==> config.mk <==
export PLATFORM = sky130hd
export DESIGN_NAME = url_extractor_stream
export DESIGN_NICKNAME = d
export VERILOG_FILES = /design/src/design/urlx_pkg.sv /design/src/design/urlx_cell.sv /design/src/design/url_extractor_stream.sv
export SDC_FILE = /design/constraint.sdc
export NUM_CORES = 1
export LEC_CHECK = 0
export BUFFER_PORTS_ARGS = -buffer_cell sky130_fd_sc_hd__buf_4
export CAP_MARGIN = 0
export CORE_UTILIZATION = 35
export DETAILED_ROUTE_END_ITERATION = 16
export SLEW_MARGIN = 20
export SYNTH_ARGS = -nofsm -noshare
export SYNTH_HDL_FRONTEND = slang
export SYNTH_HIERARCHICAL = 1
export SYNTH_SLANG_ARGS = --single-unit
==> constraint.sdc <==
create_clock -name clk -period 8 [get_ports clk]
set_input_delay 1.6 -clock clk [delete_from_list [all_inputs] [get_ports clk]]
set_output_delay 1.6 -clock clk [all_outputs]
set_load 0.03 [all_outputs]
==> src/design/urlx_pkg.sv <==
package urlx_pkg;

  typedef struct packed {
    logic [7:0] text_byte;
    logic       final_byte;
  } text_t;

  typedef struct packed {
    logic       item_kind;
    logic [7:0] url_byte;
    logic       url_first;
    logic       scheme_cut;
    logic       run_last;
  } result_t;

  // control for the letter cell row
  typedef struct packed {
    logic load;   // cell whose index matches takes the text byte
    logic shift;  // every cell takes its upper neighbor, the top cell the text byte
  } cell_ctl_t;

  typedef enum logic [4:0] {
    M_SCAN   = 5'b00001,
    M_COLON  = 5'b00010,
    M_SLASH1 = 5'b00100,
    M_SEP    = 5'b01000,
    M_URL    = 5'b10000
  } mode_t;

  typedef enum logic [6:0] {
    PH_IDLE    = 7'b0000001,
    PH_LETTERS = 7'b0000010,
    PH_COLON   = 7'b0000100,
    PH_SLASH_A = 7'b0001000,
    PH_SLASH_B = 7'b0010000,
    PH_BYTE    = 7'b0100000,
    PH_END     = 7'b1000000
  } phase_t;

  localparam logic KIND_BYTE = 1'b0;
  localparam logic KIND_END  = 1'b1;

  localparam logic [7:0] CH_COLON = 8'h3a;
  localparam logic [7:0] CH_SLASH = 8'h2f;

  function automatic logic is_letter(input logic [7:0] c);
    return (c >= "a" && c <= "z") || (c >= "A" && c <= "Z");
  endfunction

  function automatic logic is_url_byte(input logic [7:0] c);
    logic hit;
    hit = 1'b0;
    unique case (c)
      "~", ";", "/", "?", ":", "@", "=", "&", "$", "-",
      "_", ".", "+", "!", "*", "'", "(", ")", ",": hit = 1'b1;
      default: hit = 1'b0;
    endcase
    return hit || is_letter(c) || (c >= "0" && c <= "9");
  endfunction

  function automatic result_t make_result(input logic kind, input logic [7:0] b,
                                          input logic first, input logic cut,
                                          input logic last);
    result_t r;
    r.item_kind  = kind;
    r.url_byte   = b;
    r.url_first  = first;
    r.scheme_cut = cut;
    r.run_last   = last;
    return r;
  endfunction

endpackage

==> src/design/urlx_cell.sv <==
module urlx_cell
  import urlx_pkg::*;
#(
  parameter int CNT_W = 6,
  parameter int IDX   = 0
) (
  input  logic             clk,
  input  cell_ctl_t        ctl,
  input  logic [CNT_W-1:0] index,
  input  logic [7:0]       text_byte,
  input  logic [7:0]       nbr_byte,
  output logic [7:0]       value
);

  always_ff @(posedge clk) begin
    if (ctl.shift) begin
      value <= nbr_byte;
    end else if (ctl.load && index == CNT_W'(IDX)) begin
      value <= text_byte;
    end
  end

endmodule

==> src/design/url_extractor_stream.sv <==
// URL finder over a byte stream.
// text channel: one byte per transfer (text.text_byte) with text.final_byte
// marking the last byte of the text. result channel: URL bytes in order,
// url_first on the first scheme letter, then an end marker (item_kind = 1).
// run_last flags the last result caused by one input byte.
// Scheme letters sit in a row of SCHEME_DEPTH cells; longer schemes keep the
// newest letters and set scheme_cut on every result of that URL.
// Throughput: one byte per cycle while scanning, and inside a URL while the
// result register is free; a URL byte that ends the text is followed by its end
// marker. The byte after "://" is taken, then holds the text side while its burst
// goes out: the letters drain out of cell 0 one per cycle while the result register
// is free, then ":", "/", "/", then the byte or the end marker (the byte and then
// the end marker if it is a URL byte that also ends the text).
// A transfer inside a URL loads its result into the result register as it is
// taken; the first result of the burst after "://" waits for the drain phase.
// While the result register holds an untaken transfer the block keeps taking
// text that makes no result; a byte inside a URL waits on text_ready, and the
// byte after "://" is taken at once while its burst waits on result_ready.
// Reset (rst, synchronous) empties the result register and returns to plain
// scanning with no letter run; cell contents are not cleared.
module url_extractor_stream
  import urlx_pkg::*;
#(
  parameter int SCHEME_DEPTH = 32
) (
  input  logic    clk,
  input  logic    rst,
  input  logic    text_valid,
  output logic    text_ready,
  input  text_t   text,
  output logic    result_valid,
  input  logic    result_ready,
  output result_t result
);

  localparam int CNT_W = $clog2(SCHEME_DEPTH + 1);
  localparam logic [CNT_W-1:0] DEPTH_C = CNT_W'(SCHEME_DEPTH);

  mode_t            mode, mode_next;
  phase_t           phase, phase_next;
  logic [CNT_W-1:0] letter_count, letter_count_next;
  logic             letters_dropped, letters_dropped_next;
  logic             scheme_start, scheme_start_next;
  logic [7:0]       pend_byte, pend_byte_next;
  logic             pend_fin, pend_fin_next;
  logic             pend_url, pend_url_next;

  logic [7:0]       cell_val [SCHEME_DEPTH];
  cell_ctl_t        cell_ctl;
  logic [CNT_W-1:0] cell_index;

  logic             out_free, out_load;
  result_t          out_next;

  logic             accept, fin, c_letter, c_url;
  logic [7:0]       c;
  logic [CNT_W-1:0] eff_count;
  logic             eff_drop;

  assign c        = text.text_byte;
  assign fin      = text.final_byte;
  assign c_letter = is_letter(c);
  assign c_url    = is_url_byte(c);
  assign out_free = !result_valid || result_ready;
  assign text_ready = (phase == PH_IDLE) && (mode != M_URL || out_free);
  assign accept   = text_valid && text_ready;

  // a broken separator drops the letter run before the byte is scanned
  assign eff_count = (mode == M_SCAN) ? letter_count : '0;
  assign eff_drop  = (mode == M_SCAN) && letters_dropped;

  always_comb begin
    mode_next            = mode;
    phase_next           = phase;
    letter_count_next    = letter_count;
    letters_dropped_next = letters_dropped;
    scheme_start_next    = scheme_start;
    pend_byte_next       = pend_byte;
    pend_fin_next        = pend_fin;
    pend_url_next        = pend_url;
    out_load             = 1'b0;
    out_next             = '0;
    cell_ctl             = '0;
    cell_index           = eff_count;

    if (phase == PH_IDLE) begin
      if (accept) begin
        unique case (mode)
          M_SEP: begin
            pend_byte_next    = c;
            pend_fin_next     = fin;
            pend_url_next     = c_url;
            scheme_start_next = 1'b1;
            phase_next        = PH_LETTERS;
          end
          M_URL: begin
            out_load = 1'b1;
            if (c_url) begin
              out_next = make_result(KIND_BYTE, c, 1'b0, letters_dropped, !fin);
              if (fin) begin
                pend_fin_next = 1'b1;
                pend_url_next = 1'b1;
                phase_next    = PH_END;
              end
            end else begin
              out_next = make_result(KIND_END, 8'h00, 1'b0, letters_dropped, 1'b1);
              mode_next            = M_SCAN;
              letter_count_next    = '0;
              letters_dropped_next = 1'b0;
            end
          end
          default: begin
            if (mode == M_COLON && c == CH_SLASH) begin
              mode_next = M_SLASH1;
            end else if (mode == M_SLASH1 && c == CH_SLASH) begin
              mode_next = M_SEP;
            end else if (c_letter) begin
              mode_next = M_SCAN;
              if (eff_count < DEPTH_C) begin
                cell_ctl.load        = 1'b1;
                letter_count_next    = eff_count + CNT_W'(1);
                letters_dropped_next = eff_drop;
              end else begin
                cell_ctl.shift       = 1'b1;
                letter_count_next    = eff_count;
                letters_dropped_next = 1'b1;
              end
            end else if (c == CH_COLON && eff_count != '0) begin
              mode_next            = M_COLON;
              letter_count_next    = eff_count;
              letters_dropped_next = eff_drop;
            end else begin
              mode_next            = M_SCAN;
              letter_count_next    = '0;
              letters_dropped_next = 1'b0;
            end
            if (fin) begin
              mode_next            = M_SCAN;
              letter_count_next    = '0;
              letters_dropped_next = 1'b0;
            end
          end
        endcase
      end
    end else if (out_free) begin
      out_load = 1'b1;
      unique case (phase)
        PH_LETTERS: begin
          out_next = make_result(KIND_BYTE, cell_val[0], scheme_start,
                                 letters_dropped, 1'b0);
          scheme_start_next = 1'b0;
          cell_ctl.shift    = 1'b1;
          letter_count_next = letter_count - CNT_W'(1);
          if (letter_count == CNT_W'(1)) begin
            phase_next = PH_COLON;
          end
        end
        PH_COLON: begin
          out_next   = make_result(KIND_BYTE, CH_COLON, 1'b0, letters_dropped, 1'b0);
          phase_next = PH_SLASH_A;
        end
        PH_SLASH_A: begin
          out_next   = make_result(KIND_BYTE, CH_SLASH, 1'b0, letters_dropped, 1'b0);
          phase_next = PH_SLASH_B;
        end
        PH_SLASH_B: begin
          out_next   = make_result(KIND_BYTE, CH_SLASH, 1'b0, letters_dropped, 1'b0);
          phase_next = pend_url ? PH_BYTE : PH_END;
        end
        PH_BYTE: begin
          out_next = make_result(KIND_BYTE, pend_byte, 1'b0, letters_dropped, !pend_fin);
          if (pend_fin) begin
            phase_next = PH_END;
          end else begin
            phase_next = PH_IDLE;
            mode_next  = M_URL;
          end
        end
        PH_END: begin
          // every path here ends the run: end of text or a non-URL byte
          out_next = make_result(KIND_END, 8'h00, 1'b0, letters_dropped, 1'b1);
          phase_next           = PH_IDLE;
          mode_next            = M_SCAN;
          letter_count_next    = '0;
          letters_dropped_next = 1'b0;
        end
        default: begin
          out_load = 1'b0;
        end
      endcase
    end
  end

  always_ff @(posedge clk) begin
    if (rst) begin
      mode            <= M_SCAN;
      phase           <= PH_IDLE;
      letter_count    <= '0;
      letters_dropped <= 1'b0;
      scheme_start    <= 1'b0;
      pend_fin        <= 1'b0;
      pend_url        <= 1'b0;
      result_valid    <= 1'b0;
    end else begin
      mode            <= mode_next;
      phase           <= phase_next;
      letter_count    <= letter_count_next;
      letters_dropped <= letters_dropped_next;
      scheme_start    <= scheme_start_next;
      pend_fin        <= pend_fin_next;
      pend_url        <= pend_url_next;
      if (out_load) begin
        result_valid <= 1'b1;
      end else if (result_ready) begin
        result_valid <= 1'b0;
      end
    end
  end

  always_ff @(posedge clk) begin
    pend_byte <= pend_byte_next;
    if (out_load) begin
      result <= out_next;
    end
  end

  // letter row: oldest letter in cell 0, shifts toward cell 0
  for (genvar i = 0; i < SCHEME_DEPTH; i++) begin : g_cell
    if (i == SCHEME_DEPTH - 1) begin : g_top
      urlx_cell #(.CNT_W(CNT_W), .IDX(i)) u_cell (
        .clk       (clk),
        .ctl       (cell_ctl),
        .index     (cell_index),
        .text_byte (c),
        .nbr_byte  (c),
        .value     (cell_val[i])
      );
    end else begin : g_mid
      urlx_cell #(.CNT_W(CNT_W), .IDX(i)) u_cell (
        .clk       (clk),
        .ctl       (cell_ctl),
        .index     (cell_index),
        .text_byte (c),
        .nbr_byte  (cell_val[i+1]),
        .value     (cell_val[i])
      );
    end
  end

  a_drain_nonempty: assert property (@(posedge clk) disable iff (rst)
    phase == PH_LETTERS |-> letter_count != '0)
    else $error("letter drain with empty run");

  a_end_is_last: assert property (@(posedge clk) disable iff (rst)
    result_valid && result.item_kind == KIND_END |-> result.run_last)
    else $error("end marker not flagged last");

  a_sep_starts_drain: assert property (@(posedge clk) disable iff (rst)
    accept && mode == M_SEP |=> phase == PH_LETTERS)
    else $error("confirmed scheme did not start drain");

  a_drop_means_full: assert property (@(posedge clk) disable iff (rst)
    phase == PH_IDLE && mode != M_URL && letters_dropped |-> letter_count == DEPTH_C)
    else $error("dropped letters with partial buffer");

endmodule

---- After elaboration in Yosys (flattened, before gate mapping) ----
Index checks and enable logic that the tools add are counted.
word-level totals
  register bits ........................... 299
  bits of input ports ..................... 13
  output and inout port bits .............. 14
  logic and storage cells ................. 379
operators by class
  add/sub/neg operators ................... 2
  $lt $le $gt $ge ......................... 7
  equality and inequality tests ........... 77
  multiplexer cells ....................... 145
  reduce and logical (&&, ||, !) cells .... 102
operators with widths
  operator                                                                              number
  8-bit two-way mux                                                                     64
  8-bit by 6-bit == test with 1-bit output (second input constant)                      16
  6-bit by 5-bit == test with 1-bit output (second input constant)                      16
  2-bit nonzero test                                                                    37
  6-bit two-way mux                                                                     11
  12-bit two-way mux                                                                    5
  12-bit case mux with 5 select lines                                                   1
  7-bit two-way mux                                                                     8
  6-bit by 4-bit == test with 1-bit output (second input constant)                      8
  7-bit case mux with 6 select lines                                                    1
  1-bit logical AND                                                                     41
  1-bit two-way mux                                                                     32
  5-bit two-way mux                                                                     6
  6-bit by 3-bit == test with 1-bit output (second input constant)                      4
  8-bit by 7-bit == test with 1-bit output (second input constant)                      3
  6-bit case mux with 2 select lines                                                    2
  7-bit AND reduction                                                                   3
  5-bit case mux with 2 select lines                                                    2
  19-bit OR reduction                                                                   1
  8-bit by 7-bit greater-or-equal comparator with 1-bit output (second input constant)  2
  8-bit by 7-bit <= comparator with 1-bit output (second input constant)                2
  3-bit inequality test (second input constant)                                         5
  2-bit two-way mux                                                                     7
  7-bit case mux with 2 select lines                                                    1
  38 further kinds                                                                      55

---- Longest topological paths before layout ----
Gate-level depths: netlist of run 1.
  word-level depth ........................ 13
  mapped depth ............................ 11
  mapped depth without buffers ............ 11

---- By module ----
Netlist of run 1, hierarchy kept.
modules (own cells, without submodules)
  module                                    times used  cells each  area each (um^2)
  url_extractor_stream                      1           337         2845.2
  urlx_cell at g_cell[10].g_mid.u_cell ...  7           20          400.4
  urlx_cell at g_cell[1].g_mid.u_cell ...   6           20          396.6
  urlx_cell at g_cell[11].g_mid.u_cell ...  5           20          395.4
  urlx_cell at g_cell[0].g_mid.u_cell ...   5           20          394.1
  urlx_cell at g_cell[23].g_mid.u_cell ...  4           21          395.4
  urlx_cell at g_cell[4].g_mid.u_cell ...   2           20          397.9
  urlx_cell at g_cell[31].g_top.u_cell      1           19          392.9
  urlx_cell at g_cell[15].g_mid.u_cell      1           19          391.6
  urlx_cell at g_cell[16].g_mid.u_cell      1           20          391.6

---- Worst setup path before layout of run 1 ----
No wires, ideal clock.
  kind .................................... input port to flip-flop
  start ................................... in text[3] (netlist bit)
  end ..................................... reg g_cell[30].g_mid.u_cell.value[0] (enable)
  library setup time ...................... 0.387 ns
  arrival time ............................ 6.439 ns
  required time ........................... 7.613 ns
  slack ................................... 1.175 ns
  stages on the path ...................... 9
  cell sequence ........................... clkbuf_1 or4_1 o221a_2 clkbuf_1 nand2_1 o21ai_0 buf_6 inv_1 o31ai_1
RTL lines
  what                  line                        RTL
  from (decl)           url_extractor_stream.sv:30  input text_t text,
  to (signal assigned)  urlx_cell.sv:17             value <= nbr_byte;
  to (signal assigned)  urlx_cell.sv:19             value <= text_byte;
  to (decl)             urlx_cell.sv:12             output logic [7:0] value

==> results of run 1 <==
## logic make-up (layout without fill, tap and decap cells)
group,after synthesis,after routing,share of synthesized area (%)
flip-flops,299,299,56.3
multiplexers,260,260,25.0
AND/OR/NAND/NOR,203,203,7.96
AO/OA/AOI/OAI,131,131,6.54
buffers and inverters,76,124,3.48
XOR/XNOR,6,6,0.338
adder cells (fa/ha/maj),4,4,0.322
## synth_stat cells, drive strengths merged (6+ instances only)
cell and n:
inv 24, nor3 19, a21o 11, nand3b 6, a211oi 7, a21oi 22, a221oi 6, nor4 6
o31ai 8, and4bb 6, edfxtp 276, o2bb2ai 7, mux2 257, nor4bb 7, buf 35, nand4b 6
nand2b 7, dfxtp 23, and2 6, nand3 16, nor2b 12, clkbuf 17, nor3b 14, o21ai 22
nand2 34, a41o 15, nor2 35
## where the power goes
part | total, mW | internal (mW) | switching, mW
Sequential | 1.83 | 1.78 | 0.0499
Combinational | 0.935 | 0.369 | 0.566
Clock | 1.53 | 0.920 | 0.614
## cell type report
class,count,share of cell area (%)
Timing Repair Buffer,38,1.80
Sequential cell,299,50.6
Multi-Input combinational cell,604,36.4
Tap cell,585,4.24
Inverter,24,0.521
Clock buffer,41,5.31
Clock inverter,21,1.15
## worst min-delay path by stage
stage / start / to / slack (ps) / cells past startpoint
finish: scheme_start$_SDFFE_PP0P_ / scheme_start$_SDFFE_PP0P_ / 460 / 2
detailed placement: scheme_start$_SDFFE_PP0P_ / scheme_start$_SDFFE_PP0P_ / 450 / 2
global placement: scheme_start$_SDFFE_PP0P_ / scheme_start$_SDFFE_PP0P_ / 440 / 2
floorplan: scheme_start$_SDFFE_PP0P_ / scheme_start$_SDFFE_PP0P_ / 430 / 2
global route: scheme_start$_SDFFE_PP0P_ / scheme_start$_SDFFE_PP0P_ / 490 / 2
CTS: scheme_start$_SDFFE_PP0P_ / scheme_start$_SDFFE_PP0P_ / 460 / 2
## per-stage QoR
step           instances  setup WS (ps)  hold WS (ps)  util, %
4_1_cts             1612           3830           460     39.7
3_3_place_gp        1550           3330           443     37.1
5_1_grt             1612           3640           492     39.8
6_report            1612           3770           457     39.8
3_5_place_dp        1550           3290           453     37.1
2_1_floorplan        979           1170           427        -
## registers in the layout, indices dropped and copies added (netlist names)
signal	cells
g_cell.g_mid.u_cell/value	248
result	12
g_cell.g_top.u_cell/value	8
pend_byte	8
phase	7
letter_count	6
mode	5
letters_dropped	1
pend_fin	1
pend_url	1
result_valid	1
scheme_start	1
## layer usage
layer / vias up / track usage [%] / wire length, um
li1: 3881 / - / -
met1: 4119 / 18.7 / 14000
met2: 196 / 19.7 / 13100
met3: 38 / 2.47 / 1340
met4: 0 / 3.75 / 526
met5: - / 0 / 0
## worst max-delay path, cell delays in order
cell	delay (ps)
buf_4	460
or4_1	220
o221a_2	320
nand2_1	160
o21ai_4	270
buf_12	640
a41o_1	410
==> results.toml, run 1 <==
[logic_synthesis]
synth.yosys.seq_area_share_pct = 56.3
postSynthAreaPerCell_sq_um = 15.9
synth.distinct_cells = 73
syn_inst = 979
yosysTopAreaCell = "edfxtp_1"
synth_edf_count = 276
async_flop_share_pct = 0
synth_nets = 996
synthTopCellsByArea = "edfxtp_1, mux2_4, dfxtp_1"
ys.flop_type = "edfxtp_1"
ys_warn_count = 6
postSynthRegisterBits = 299
syn_area_sq_mm = 0.0155
yosysTopAreaCellShare_pct = 53.4

[cts]
clockRootBuffer = "clkbuf_16"
numCtsBuffers = 34
cts.sinks = 299
clk_pin_slew_worst_paths_ps = 60
tritoncts = "built"
clk_latency_ps = 530
htree_levels = 2
cts_buffer_depth = 3
holdBufCountCts = 0
post_cts_buffers = 0
cts_resized = 0

[layout]
n_antenna_cell = 0
final_cell_mix = "edfxtp_1, mux2_4, buf_4, clkbuf_16, nand2_1"
drive_above_1_share_pct = 38.6
synthToLayoutAreaGrowth_pct = 11.3
fin_nets = 1018
multi_input_area_sq_mm = 0.00628
num-fill-cells = 3953
seq_area_sq_mm = 0.00875
final_cell_area_sq_mm = 0.0173
layout_commonest_cell = "edfxtp_1"

[place]
routabilityCongestion = 0.836
dp_hpwl_um = 16300
numPortBuffers = 26
placed_cell_area_sq_mm = 0.0161

[power_and_ir_drop]
p_leak_nw = 6.12
finalPower_mw = 4.30
powerDensity_mw_per_mm2 = 249
peakVddDrop_v = 0.000147

[min_path]
worst_hold_path_type = "reg -> reg"

[route]
route.vias.total = 8234
ant_nets = 0
wl_um = 29000
viasPerCell = 5.11
initialDrtViolationCount = 567
drc = 0
first_pass_iters = 7
wl_per_cell_um = 18.0

[setup_path]
worstSetupPathType = "in -> reg"
rr_worst_depth = 12
cp_max_fo = 154
cp.required_ps = 8190
worstSetupEndpointType = "flip-flop"
r2r_setup_slack_ps = 4320
cp-startpoint = "text[3]"
cp-endpoint = "g_cell[13].g_mid.u_cell/value[5]$_DFFE_PP_"
critPathArrivalTime_ps = 4420
r2r_end = "letter_count[4]$_SDFFE_PP0P_"
cp-start-kind = "primary input"
regToRegStartpoint = "mode[3]$_SDFFE_PP0P_"

[timing]
final-setup-viol-count = 0
fin_skew_ps = 25.3
slew_violations = 0
fin_crit_sh_pct = 52.8
rsz0062_at_grt = "false"
relSlewSlack_pct = 17.4
tightest_slew_ps = 1240
hold_viol = 0
max_freq_mhz = 237
post-route-min-period_ps = 4230
fin_tns_setup_ps = 0

[global_routing]
grt_pass1_wl_um = 46400
grt_max_degree = 155
track_usage_pct = 13.0
grt_pass1_vias = 8139
antenna_found_initial = 0
grt-ovfl-total = 0

[floorplan]
die_x_um = 213
die_y_um = 213
initial_utilization_pct = 35.7
io_pins = 27
core_sq_mm = 0.0435
die_area_sq_mm = 0.0452
fp-row-count = 76

[run]
max_cap_violations = 0

[status]
status = "finished, final reports clean"
(Power assumes the default switching activity.)
==> run 2: changes to the inputs <==
Clock period 8 ns to 4.4 ns, I/O delays scaled along.
==> run 2 against run 1 <==
  * Die area unchanged
  * Core utilization increased by 0.12 points
  * Count of clock-buffer cells in the layout decreased by 5
  * Register-to-register slack got worse by 3400 ps
  * Hold slack got worse by 2.3 ps
  * Worst setup slack got worse by 2900 ps
  * Power increased by 78%
  * Via count increased by 0.19%
  * Cell area increased by 0.30%
  * Non-clock buffer count increased by 19
==> results.toml, run 2 (same netlist as run 1, synthesis figures left out) <==
[timing]
fin_tns_setup_ps = 0
slew_violations = 0
tightest_slew_ps = 817
whs_ps = 455
max_freq_mhz = 287
post-route-min-period_ps = 3490
fin_skew_ps = 19.0
rsz0062_at_grt = "false"
relSlewSlack_pct = 45.5
fin_crit_sh_pct = 79.3
final-setup-viol-count = 0
final_critical_path_setup_slack_ps = 912
hold_viol = 0

[route]
wl_um = 29300
route.vias.total = 8250
wl_per_cell_um = 18.0
ant_nets = 0
drc = 0
viasPerCell = 5.07
first_pass_iters = 5
initialDrtViolationCount = 595

[setup_path]
worstSetupEndpointType = "flip-flop"
max_stage_delay_ps = 520
path_buf_inv = 2
cp.required_ps = 4680
cp_max_fo = 17
cp-start-kind = "flip-flop"
cp_common_cell = "buf_4"
worstSetupPathType = "reg -> reg"
crit_family = "simple AND/OR/NAND/NOR gates"
critPathArrivalTime_ps = 3770
cp_slowest_cell = "nor4_1"
cp_cell_sequence = "nor4_1 -> nand4_1 -> nor3_1 -> nand2_1 -> nor2_2 -> buf_4 -> nand4b_1 -> o31ai_1 -> buf_4"

[power_and_ir_drop]
powerDensity_mw_per_mm2 = 442
peakVddDrop_v = 0.000265
p_leak_nw = 6.17
finalPower_mw = 7.66

[layout]
n_antenna_cell = 0
largest_registers = "g_cell.g_mid.u_cell/value x248, result x12"
layout_commonest_cell = "edfxtp_1"
drive_above_1_share_pct = 38.8
fin_nets = 1034
final_cell_mix = "edfxtp_1, mux2_4, buf_4, nand2_1"
synthToLayoutAreaGrowth_pct = 11.6
largest_register_ffs = 248
num-fill-cells = 3987
largest-register = "g_cell.g_mid.u_cell/value"

[cts]
cts_resized = 0
numCtsBuffers = 31
post_cts_buffers = 0
holdBufCountCts = 0
cts_buffer_depth = 3
htree_levels = 1
clockRootBuffer = "clkbuf_16"
clk_latency_ps = 590
tritoncts = "built"
clk_pin_slew_worst_paths_ps = 60
cts.sinks = 299

[place]
routabilityCongestion = 0.859
numPortBuffers = 26
dp_hpwl_um = 17900
place_ws_ps = 780

[status]
status = "finished, final reports clean"

[global_routing]
antenna_found_initial = 0
grt-ovfl-total = 0
track_usage_pct = 13.1
grt_pass1_wl_um = 46900
grt_pass1_vias = 8312
grt_max_degree = 59

[floorplan]
die_y_um = 213
core_sq_mm = 0.0435
io_pins = 27
fp-row-count = 76
die_x_um = 213
die_area_sq_mm = 0.0452
initial_utilization_pct = 35.7

[run]
max_cap_violations = 0

[min_path]
worst_hold_path_type = "reg -> reg"
==> run 2: changes by cell type in the layout (fill, tap and decap cells not counted), moves of 2 or more <==
cell / previous run / this run
buf_4: 36 / 52
clkbuf_16: 35 / 31
o31ai_1: 3 / 7
o31ai_2: 5 / 1
buf_12: 2 / 5
clkbuf_8: 2 / 0
clkinv_8: 2 / 0
==> run 2: where the power goes <==
part,total [mW],switching [mW],leakage [nW],internal (mW)
Combinational,1.72,1.05,2.99,0.677
Clock,2.62,1.09,0.492,1.52
Sequential,3.32,0.0878,2.68,3.23
==> run 2: worst paths after layout <==
| check | start | to | slack (ps) | cells past startpoint |
|---|---|---|---|---|
| hold / removal | scheme_start$_SDFFE_PP0P_ | scheme_start$_SDFFE_PP0P_ | 450 | 2 |
| setup reg to reg | phase[4]$_SDFFE_PP0P_ | g_cell[29].g_mid.u_cell/value[3]$_DFFE_PP_ | 910 | 9 |
| setup / recovery | phase[4]$_SDFFE_PP0P_ | g_cell[29].g_mid.u_cell/value[3]$_DFFE_PP_ | 910 | 9 |
| hold reg to reg | scheme_start$_SDFFE_PP0P_ | scheme_start$_SDFFE_PP0P_ | 450 | 2 |
==> run 2: final cells by class <==
type                            count  area [sq um]  area share (%)
Clock buffer                       36           795            4.58
Clock inverter                     21           215            1.24
Inverter                           24          90.1           0.520
Multi-Input combinational cell    604          6260            36.1
Sequential cell                   299          8750            50.5
Timing Repair Buffer               57           490            2.83
Tap cell                          585           732            4.22
==> run 2: tightest hold or removal path: stages (launching register included) <==
cell and delay (ps):
dfxtp_1 310, nand2_1 50, a21oi_1 50
==> run 2: layer usage <==
layer | vias up | part of all wire [%] | track usage (%)
met5 | - | 0 | 0
met4 | 0 | 2.2 | 3.27
met3 | 48 | 4.2 | 2.69
met2 | 128 | 45 | 20.4
met1 | 4159 | 49 | 18.6
li1 | 3915 | - | -
==> run 2: through the flow <==
stage	utilization, %	instances	cell area (sq um)
floorplan	-	979	15500
global placement	37.6	1569	16300
detailed placement	37.6	1569	16300
CTS	39.9	1626	17300
global route	39.9	1626	17300
finish	39.9	1626	17300
==> run 3: changes to the inputs <==
Clock period 4.4 ns to 3.1 ns, I/O delays scaled along.
==> run 3 against run 2 <==
  * Count of clock-buffer cells in the layout grew 4
  * First-iteration DRC count grew 17%
  * Final cell count grew 2.9%
  * Worst setup slack lost 680 ps
  * Register-to-register slack lost 680 ps
  * Combinational power grew 58%
  * Via count grew 5.1%
  * Sequential share of layout area shrank 1.8 points
  * Cell area grew 3.8%
  * Critical path depth grew 1
  * Maximum frequency grew 22%
==> results.toml, run 3 (same netlist as run 1, synthesis figures left out) <==
[setup_path]
cp.required_ps = 3240
cp-start-kind = "flip-flop"
cp_max_fo = 8
worstSetupPathType = "reg -> reg"
rr_worst_depth = 10
regToRegStartpoint = "phase[4]$_SDFFE_PP0P_"
worstSetupEndpointType = "flip-flop"
critPathArrivalTime_ps = 3010
cp-endpoint = "g_cell[27].g_mid.u_cell/value[7]$_DFFE_PP_"
cp-startpoint = "phase[4]$_SDFFE_PP0P_"
r2r_end = "g_cell[27].g_mid.u_cell/value[7]$_DFFE_PP_"
r2r_setup_slack_ps = 230

[layout]
largest-register = "g_cell.g_mid.u_cell/value"
drive_above_1_share_pct = 42.7
layout_commonest_cell = "edfxtp_1"
final_cell_area_sq_mm = 0.0180
largest_registers = "g_cell.g_mid.u_cell/value x248, result x12"
synthToLayoutAreaGrowth_pct = 15.8
n_antenna_cell = 0
final_cell_mix = "edfxtp_1, mux2_4, buf_4, clkbuf_16, nand2_1"
num-fill-cells = 3942
largest_register_ffs = 248
fin_nets = 1080

[place]
routabilityCongestion = 0.888
dp_hpwl_um = 20100
numPortBuffers = 26
placed_cell_area_sq_mm = 0.0168

[route]
first_pass_iters = 6
wl_um = 31100
wl_per_cell_um = 18.6
viasPerCell = 5.18
drc = 0
initialDrtViolationCount = 696
ant_nets = 0
route.vias.total = 8668

[cts]
clk_pin_slew_worst_paths_ps = 60
clockRootBuffer = "clkbuf_16"
tritoncts = "built"
holdBufCountCts = 0
cts_buffer_depth = 3
htree_levels = 2
cts.sinks = 299
numCtsBuffers = 34
clk_latency_ps = 520

[global_routing]
grt_pass1_wl_um = 50000
grt_pass1_vias = 8743
grt_max_degree = 36
antenna_found_initial = 0
grt-ovfl-total = 0
track_usage_pct = 14.1

[timing]
rsz0062_at_grt = "false"
slew_violations = 0
fin_tns_setup_ps = 0
hold_viol = 0
max_freq_mhz = 349
post-route-min-period_ps = 2870
fin_crit_sh_pct = 92.6
tightest_slew_ps = 743
final-setup-viol-count = 0
relSlewSlack_pct = 50.2
fin_skew_ps = 17.0

[floorplan]
io_pins = 27
fp-row-count = 76
die_y_um = 213
die_x_um = 213
initial_utilization_pct = 35.7
core_sq_mm = 0.0435
die_area_sq_mm = 0.0452

[status]
status = "finished, final reports clean"

[run]
max_cap_violations = 0

[power_and_ir_drop]
p_leak_nw = 6.47
powerDensity_mw_per_mm2 = 637
peakVddDrop_v = 0.000346

[min_path]
worst_hold_path_type = "in -> reg"
## run 3: changes by cell type in the layout (fill, tap and decap cells not counted), sizes merged
cell / before / now
buf: 57 / 100
clkbuf: 36 / 40
clkinv: 15 / 13
bufinv: 4 / 5
inv: 25 / 26
## run 3: timing repair
item                                   in CTS  in global routing
setup endpoints to repair                   0                 17
resized for setup                           0                  3
endpoints found under the hold margin       0                  0
setup buffers                               0                  0
## run 3: cell type report
class                           instances  area (sq um)  area share (%)
Clock inverter                         21           248            1.38
Clock buffer                           40           873            4.86
Inverter                               24          90.1           0.501
Multi-Input combinational cell        604          6330            35.2
Tap cell                              585           732            4.07
Timing Repair Buffer                  100           963            5.36
Sequential cell                       299          8750            48.7
## run 3: power breakdown
part | internal (mW) | total (mW) | switching (mW)
combinational | 1.13 | 2.71 | 1.58
sequential | 4.59 | 4.68 | 0.0925
clock | 2.45 | 4.06 | 1.61
total | 8.17 | 11.5 | 3.28
## run 3: how the worst min path moves through the flow
stage                                    startpoint                         to  slack, ps  depth (start not counted)
final                                    text_valid      phase[1]$_SDFFE_PP0P_        430                          3
after global routing                        text[7]     pend_byte[6]$_DFFE_PP_        400                          1
after CTS                                   text[7]     pend_byte[6]$_DFFE_PP_        390                          1
after detailed placement  scheme_start$_SDFFE_PP0P_  scheme_start$_SDFFE_PP0P_        450                          2
after global placement    scheme_start$_SDFFE_PP0P_  scheme_start$_SDFFE_PP0P_        440                          2
after floorplan           scheme_start$_SDFFE_PP0P_  scheme_start$_SDFFE_PP0P_        430                          2
## run 3: per-stage QoR
step / worst slack, ps / hold slack, ps / std cells / power (mW) / utilization (%)
after floorplan: 12.0 / 427 / 979 / 6.58 / -
after global placement: 133 / 437 / 1612 / 7.38 / 38.7
after detailed placement: 102 / 448 / 1612 / 7.42 / 38.7
after CTS: 0.0928 / 391 / 1673 / 11.5 / 41.3
after global routing: 89.1 / 403 / 1673 / 12.0 / 41.4
final: 231 / 427 / 1673 / 11.5 / 41.4
## run 3: critical path: stages, from the launching register on
cell and delay, ps:
dfxtp_1 310, nor4_1 320, buf_4 180, nand4_1 190, nor3_1 200, buf_4 160
nand2_2 70, nor2_4 120, buf_4 150, nand4b_1 110, o31ai_2 670
## run 3: layer usage
layer	routed length, um	vias up	track usage [%]
met1	14900	4370	20.4
met3	1720	58	2.73
li1	-	4020	-
met2	13900	220	21.4
met5	0	-	0
met4	577	0	3.77
